--- config.mk ---
export PLATFORM = sky130hd
export DESIGN_NAME = gwsc_ctrl
export DESIGN_NICKNAME = d
export VERILOG_FILES = /design/src/gwsc_pkg.sv /design/src/gwsc_ctrl.sv
export VERILOG_INCLUDE_DIRS = /design/src /design/src/src
export SDC_FILE = /design/constraint.sdc
export NUM_CORES = 1
export LEC_CHECK = 0
export ABC_CLOCK_PERIOD_IN_PS = 2800
export BUFFER_PORTS_ARGS = -buffer_cell sky130_fd_sc_hd__buf_2
export CAP_MARGIN = 25
export CORE_ASPECT_RATIO = 1.5
export CORE_MARGIN = 2
export CORE_UTILIZATION = 45
export CTS_CLUSTER_SIZE = 40
export DETAILED_ROUTE_END_ITERATION = 8
export GPL_TIMING_DRIVEN = 0
export PLACE_DENSITY = 0.65
export REMOVE_ABC_BUFFERS = 1
export SYNTH_ARGS = -nofsm -noshare
export SYNTH_HDL_FRONTEND = slang
export SYNTH_SLANG_ARGS = --single-unit
--- constraint.sdc ---
create_clock -name clk -period 2.8 [get_ports clk]
set_clock_uncertainty 0.15 [all_clocks]
set_input_delay 0.42 -clock clk [delete_from_list [all_inputs] [get_ports clk]]
set_output_delay 0.42 -clock clk [all_outputs]
set_load 0.005 [all_outputs]
--- src/assert_macros.svh ---
// Assertion helpers shared by the RTL.
`ifndef ASSERT_MACROS_SVH
`define ASSERT_MACROS_SVH

// Implication checked on every clock edge outside reset.
`define ASSERT_IMPLY(label, clk, rst_n, ante, cons, msg) \
	label: assert property (@(posedge clk) disable iff (!rst_n) (ante) |-> (cons)) \
		else $error(msg);

// Implication whose consequent is checked in the cycle after the antecedent.
`define ASSERT_NEXT(label, clk, rst_n, ante, cons, msg) \
	label: assert property (@(posedge clk) disable iff (!rst_n) (ante) |=> (cons)) \
		else $error(msg);

`endif

--- src/gwsc_pkg.sv ---
package gwsc_pkg;

	localparam int MAX_ROWS  = 64;
	localparam int MAX_COLS  = 64;
	localparam int MAX_STEPS = 31;
	localparam int ROW_W     = $clog2(MAX_ROWS);
	localparam int COL_W     = $clog2(MAX_COLS);
	localparam int ADDR_W    = ROW_W + COL_W;
	localparam int CELL_W    = 63;
	localparam int CFG_W     = 7;
	localparam int STEP_W    = 5;

	localparam logic CFG_ROWS = 1'b0;
	localparam logic CFG_COLS = 1'b1;

	typedef struct packed {
		logic [5:0] start_row;
		logic [5:0] start_col;
		logic [4:0] steps;
	} query_t;

	typedef struct packed {
		logic [62:0] survive_count;
		logic [32:0] probability_q32;
	} result_t;

	// Controller commands for the datapath.
	typedef struct packed {
		logic             load;     // latch query and grid size
		logic             clr_pos;  // restart the cell scan
		logic             adv_pos;  // move to the next cell
		logic             rd_src;   // issue neighbor reads for the current cell
		logic [1:0]       rd_slot;  // which neighbor read is issued
		logic             wr_cell;  // write the accumulated sum
		logic             init;     // writes are ones (layer zero)
		logic             layer_odd;// destination parity
		logic             rd_res;   // read the result cell
		logic             cap_res;  // capture the result
		logic             zero_res; // start outside the grid
	} dp_cmd_t;

	typedef struct packed {
		logic last_cell;
		logic in_grid;
		logic [STEP_W-1:0] steps;
	} dp_stat_t;

endpackage

--- src/gwsc_ctrl.sv ---
`include "assert_macros.svh"

module gwsc_ctrl (
	input  logic                clk,
	input  logic                arst_n,
	input  logic                in_valid,
	output logic                in_ready,
	output logic                out_valid,
	input  logic                out_ready,
	input  gwsc_pkg::dp_stat_t  stat,
	output gwsc_pkg::dp_cmd_t   cmd
);
	import gwsc_pkg::*;

	typedef enum logic [7:0] {
		S_IDLE  = 8'b00000001,
		S_CHECK = 8'b00000010,
		S_INIT  = 8'b00000100,
		S_RD    = 8'b00001000,
		S_WR    = 8'b00010000,
		S_RES   = 8'b00100000,
		S_CAP   = 8'b01000000,
		S_OUT   = 8'b10000000
	} state_t;

	state_t              st_q;
	logic [STEP_W-1:0]   layer_q;
	logic [2:0]          slot_q;

	logic out_ok;
	assign out_ok = !out_valid || out_ready;

	always_ff @(posedge clk or negedge arst_n) begin
		if (!arst_n) begin
			st_q      <= S_IDLE;
			layer_q   <= '0;
			slot_q    <= '0;
			out_valid <= 1'b0;
		end else begin
			if ((st_q == S_OUT) && out_ok) out_valid <= 1'b1;
			else if (out_valid && out_ready) out_valid <= 1'b0;
			unique case (st_q)
				S_IDLE:  if (in_valid) st_q <= S_CHECK;
				S_CHECK: begin
					layer_q <= '0;
					st_q <= !stat.in_grid ? S_OUT : S_INIT;
				end
				S_INIT: if (stat.last_cell) begin
					if (stat.steps == '0) st_q <= S_RES;
					else begin
						layer_q <= 5'd1;
						slot_q  <= '0;
						st_q    <= S_RD;
					end
				end
				S_RD: begin
					slot_q <= slot_q + 1'b1;
					if (slot_q == 3'd5) st_q <= S_WR;
				end
				S_WR: begin
					slot_q <= '0;
					if (!stat.last_cell) st_q <= S_RD;
					else if (layer_q == stat.steps) st_q <= S_RES;
					else begin
						layer_q <= layer_q + 1'b1;
						st_q    <= S_RD;
					end
				end
				S_RES: if (out_ok) st_q <= S_CAP;
				S_CAP: st_q <= S_OUT;
				S_OUT: if (out_ok) st_q <= S_IDLE;
				default: st_q <= S_IDLE;
			endcase
		end
	end

	assign in_ready = (st_q == S_IDLE);

	always_comb begin
		cmd           = '0;
		cmd.load      = (st_q == S_IDLE) && in_valid;
		cmd.clr_pos   = (st_q == S_CHECK) || ((st_q == S_INIT) && stat.last_cell)
			|| ((st_q == S_WR) && stat.last_cell);
		cmd.adv_pos   = (st_q == S_INIT) || (st_q == S_WR);
		cmd.init      = (st_q == S_INIT);
		cmd.wr_cell   = (st_q == S_INIT) || (st_q == S_WR);
		cmd.layer_odd = (st_q == S_INIT) ? 1'b0 : layer_q[0];
		cmd.rd_src    = (st_q == S_RD) && (slot_q < 3'd4);
		cmd.rd_slot   = slot_q[1:0];
		cmd.rd_res    = (st_q == S_RES);
		cmd.cap_res   = (st_q == S_CAP);
		cmd.zero_res  = (st_q == S_OUT) && out_ok && !stat.in_grid;
	end

	`ASSERT_IMPLY(a_ready_idle, clk, arst_n, in_ready, !cmd.wr_cell, "write while idle")
	`ASSERT_NEXT(a_out_set, clk, arst_n, (st_q == S_OUT) && out_ok, out_valid, "result not shown")
	`ASSERT_IMPLY(a_layer_rng, clk, arst_n, st_q == S_WR, layer_q != '0 && layer_q <= stat.steps, "layer out of range")

endmodule
Yosys cells after proc, flatten, opt, wreduce, memory -nomap -nowiden --
Index checks and enable logic that the tools add are counted.
Word-level totals: register bits 17, bits of input ports 11, word-level logic and storage cells 66
Cells by class: equal/unequal tests 18, multiplexer cells 21, magnitude comparators 1, add/subtract/negate cells 2, reductions and logical operators 20
Operator list (number):
- $pmux 8 s8 | 1
- $mux 8 | 6
- $mux 5 | 4
- $mux 6 | 3
- $pmux 5 s3 | 1
- $ne 2x2->1 const B | 7
- $reduce_and 5->1 | 2
- $pmux 3 s3 | 1
- $eq 8x1->1 const B | 1
- $eq 8x2->1 const B | 1
- $eq 8x3->1 const B | 1
- $eq 8x4->1 const B | 1
- $eq 8x5->1 const B | 1
- $eq 8x6->1 const B | 1
- $eq 8x7->1 const B | 1
- $eq 8x8->1 const B | 1
- $logic_and 1x1->1 | 7
- $mux 3 | 2
- $reduce_bool 3->1 | 2
- $add 5x1->5 const B | 1
- $eq 5x5->1 | 1
- $logic_not 5->1 | 1
- $logic_or 1x1->1 | 4
- $add 3x1->3 const B | 1
- 7 further kinds | 10

Logic depth before layout (Yosys ltp) --
depth in word-level cells 4, mapped depth 8, depth with buffers taken out 8

Least setup slack after synthesis --
OpenSTA, ideal clock, no wires.
path type register to register, from register st_q[7], to register st_q[5], cell stages (with the launch flop) 6, arrival 1.646 ns, slack 0.879 ns, cell sequence dfrtp_1 -> nor2_4 -> nand3_1 -> or3b_4 -> o211ai_2 -> mux2_2
On the way: word-level cells in the longest chain between the ends 3, elaborated cells between the ends (all ways) 15, classes of those cells eq/ne (13); mux (1); reduce/logical (1)
Ends and longest elaborated chain:
- start, declared | line gwsc_ctrl.sv:26 | state_t st_q;
- start signal, assigned | line gwsc_ctrl.sv:46 | st_q <= !stat.in_grid ? S_OUT : S_INIT;
- $eq 8x4->1 (tied with other cells) | line gwsc_ctrl.sv:42 | unique case (st_q)
- $ne 2x2->1 (no source line) / $ne 2x1->1 (equally long branches)
- $reduce_and 5->1 (no source line)
Parallel ways exist; a longest one is shown, timed or not. A chain may end at the register's enable or synchronous reset.

==> results.txt <==
----------------------------------------------------
[Timing]
  Min cycle time layout ... about 2.4 ns
  Slew Viols, Final ... 0
  Final-layout setup total negative slack ... 0 ns
  RSZ-0062 raised after global routing ... no
  Count of final hold-check violations ... 0
  Final setup violation count ... 0
  Maximum clock rate ... between 400 and 500 MHz
  Relative slew slack ... a little under three fifths
  Post-route clock period utilization ... between 80% and 90%
  Least-Margin Pin Slew ... 0.653 ns

[Routing]
  Remaining antenna violation count after routing ... 0
  Final routed wire length divided by cell count ... about 15 um
  Count of vias placed by the detailed router ... 1082
  Total Routed Length ... approximately 2900 um
  DRC Markers ... 0
  Vias/cell ... 5.58
  Iteration-0 DRC Markers ... 28
  Number of search-and-repair iterations in the first detailed-routing pass ... 4

[GRT]
  Via count of the first global-routing pass ... 1114
  Number of antenna violations at the first check in global routing ... 0
  Maximum number of pins on one net before global-route repair ... 18
  Global-route wire length before repair ... 4610 um
  Total congestion overflow ... 0
  Overall global routing resource usage ... between 20 and 25%

[Worst hold path]
  Class of the tightest hold or removal check ... in2reg
  Hold Path Depth ... 3

[Final layout]
  Post-route non-filler standard cell count ... slightly below 200
  Top library cells by usage in the layout, fill and taps aside ... sky130_fd_sc_hd__buf_2 (24), sky130_fd_sc_hd__dfrtp_1 (16), sky130_fd_sc_hd__nor2_1 (9), sky130_fd_sc_hd__nand3_1 (9)
  Most frequent standard cell in the layout excluding fill and tap cells ... sky130_fd_sc_hd__buf_2
  Final instance area ... roughly 1400 um2
  Count of filler cells inserted in the layout ... between 200 and 300
  Layout cells sized above 1 ... between 30% and 40%
  Nets ... about 170
  Number of diodes ... 0
  Synthesis-to-layout area growth ... 15.4%

[Floorplan]
  Num ports ... 25
  Rows ... 23
  Die Span Y ... ~68 um
  Starting density of the core ... between 40 and 50%
  Width of the die ... ~47 um
  Die area ... 3170 um2
  Standard cell core area ... 2650 um2

[Pwr]
  Peak supply drop ... 0.000391 V
  Power Density ... 697 nW/um2
  Relative contribution of combinational cells to total power ... roughly two fifths
  Portion of total power attributed to the clock network ... 19.0%
  Net switching power of the design ... between 0.3 and 0.4 mW
  Sequential cell fraction of total power ... 41.0%
  Sw Share ... 39.5%
  LEAKAGE ... just under 0.7 nW
  Total internal power ... 0.598 mW

[Placement]
  Area after detailed placement ... ~1400 um2
  Quantity of I/O buffers inserted on ports ... 24
  # placed instances ... 189
  Detail Placement HPWL ... 2330 um
  Routability congestion estimate ... 0.856

[Worst setup path]
  Critical path endpoint ... cmd[10]
  Crit path kind ... reg2out
  Critical-path top delay cell ... sky130_fd_sc_hd__dfrtp_1
  Reg2reg end ... st_q[3]
  CP Launch Point ... st_q[2]
  Critical Path RT ... between 2 and 2.5 ns
  Largest stage delay, worst path ... ~0.48 ns
  Largest delay share family, worst path ... simple AND/OR/NAND/NOR gates
  Cell breakdown of the critical path ... nor4_4 -> and3_1 -> nor2_4 -> o21ai_0 -> buf_2
  Kind of end point of the critical path ... output port
  Critical path buffers and inverters ... 1
  WP depth ... 5
  Worst R2R Start ... st_q[5]
  Maximum fanout encountered on the critical timing path ... 6
  Data arrival, critical path ... 1.86 ns
  Number of cells traversed by the worst register-to-register path ... 6
  Worst-case register-to-register setup slack ... 0.57 ns
  CP startpoint kind ... flip-flop

[Logic synthesis]
  Cells after synthesis ... ~130
  Mean area per synthesized cell ... approximately 9.3 um2
  Top cell type's share of synthesized area ... approximately a third
  Cells taking the most area after synthesis ... sky130_fd_sc_hd__dfrtp_1 (33%), sky130_fd_sc_hd__nand3_1 (3.7%), sky130_fd_sc_hd__nor4_4 (3.5%)
  Syn. warnings ... 0
  Post-synth cell types ... 51
  Area of the mapped netlist ... roughly 1200 um2
  Flip-flop and latch count after synthesis ... 17
  Proportion of synthesized flip-flops having asynchronous set or reset ... 100%
  Post-synth EDFFs ... 0
  Cell taking the most area after synthesis ... sky130_fd_sc_hd__dfrtp_1
  Flip-flop cell with the highest count after synthesis ... sky130_fd_sc_hd__dfrtp_1
  Portion of the post-synthesis area used by sequential elements ... a little over a third

[CTS]
  Worst skew pair latency ... roughly 0.26 ns
  Register clock-pin slew on the reported worst setup and hold paths ... approximately 0.07 ns
  Clock sink total ... 17
  TritonCTS Buffers ... 3
  Post-CTS setup buffer count ... 0
  Clock root buffer ... sky130_fd_sc_hd__clkbuf_8
  TritonCTS clock tree ... yes
  Maximum buffer depth of the clock tree ... 2
  Number of levels the H-tree was split into ... 1

[Job]
  MaxCap Viol Count ... 0

[Status]
  Run status ... completed

----------------------------------------------------
## cells in the mapped netlist (3+ instances only)
master                      n
sky130_fd_sc_hd__and3_2     3
sky130_fd_sc_hd__a21o_1     3
sky130_fd_sc_hd__o31ai_1    3
sky130_fd_sc_hd__nor3_1     3
sky130_fd_sc_hd__nand2_1    8
sky130_fd_sc_hd__nor2_1     9
sky130_fd_sc_hd__nor2b_1    5
sky130_fd_sc_hd__nand2b_1   6
sky130_fd_sc_hd__ha_1       3
sky130_fd_sc_hd__nand3_1    9
sky130_fd_sc_hd__dfrtp_1   16
sky130_fd_sc_hd__buf_4      3
sky130_fd_sc_hd__o21ai_0    8
sky130_fd_sc_hd__inv_1      6
## cells by family after synthesis
family | count (synthesis) | share of synthesized area (%)
AOI/OAI and AO/OA | 26 | 15.7
xor gates and xnor gates | 1 | 0.714
adders and majority gates | 3 | 3.06
buffers and inverters | 13 | 6.12
DFF | 17 | 34.8
muxes | 2 | 1.73
and+or+nand+nor | 70 | 37.9
## worst min path at each step
stage                   from          to  slack, ns
floorplan             arst_n  layer_q[0]      -0.03
CTS                  stat[5]     st_q[2]       0.25
global placement      arst_n   slot_q[2]       0.22
global route        in_valid     st_q[1]       0.28
finish               stat[5]     st_q[2]       0.25
detailed placement    arst_n   slot_q[2]       0.22
## tightest hold or removal path, stage by stage
cell and delay (ns):
sky130_fd_sc_hd__buf_2 0.10, sky130_fd_sc_hd__nand2_1 0.04, sky130_fd_sc_hd__o21ai_0 0.06
## per-layer routing
metal,routed length [um],global-route usage (%),vias up
li1,-,-,531
met1,1110,20.8,502
met2,1500,36.1,36
met3,103,2.64,13
met4,135,15.6,0
met5,0,0,-
## sequential cells by signal, indices dropped and copies added (netlist names)
name	cells
st_q	8
slot_q	3
layer_q	5
out_valid	1
## final cells by class
type                       count  area [um2]  area share, %
inverter                       9        41.3           2.92
tap                           37        46.3           3.27
sequential                    17         427           30.2
timing repair buffer          25         130           9.20
clock buffer                   3        41.3           2.92
multi-input combinational    102         724           51.2
clock inverter                 1        5.00          0.354
## repair_timing
action	CTS	global route
hold buffers	1	0
resized for setup	0	0
hold endpoints to repair	16	0
endpoints found under the setup margin	0	0
## power by group through the flow
stage	sequential [mW]	combinational (mW)	clock [mW]
after floorplan	0.389	0.282	0
after CTS	0.404	0.398	0.193
after detailed placement	0.408	0.395	0
final	0.405	0.394	0.188
after global placement	0.403	0.381	0
after global routing	0.413	0.447	0.205
## stage by stage
step	power [mW]	hold slack, ns	utilization [%]	worst slack, ns
after CTS	0.996	0.254	53.4	0.376
after global placement	0.784	0.217	51.3	0.580
after global routing	1.06	0.277	53.4	0.245
final	0.987	0.254	53.4	0.372
after detailed placement	0.803	0.222	51.3	0.598
after floorplan	0.671	-0.0256	-	0.879
(Power assumes the default switching activity.)
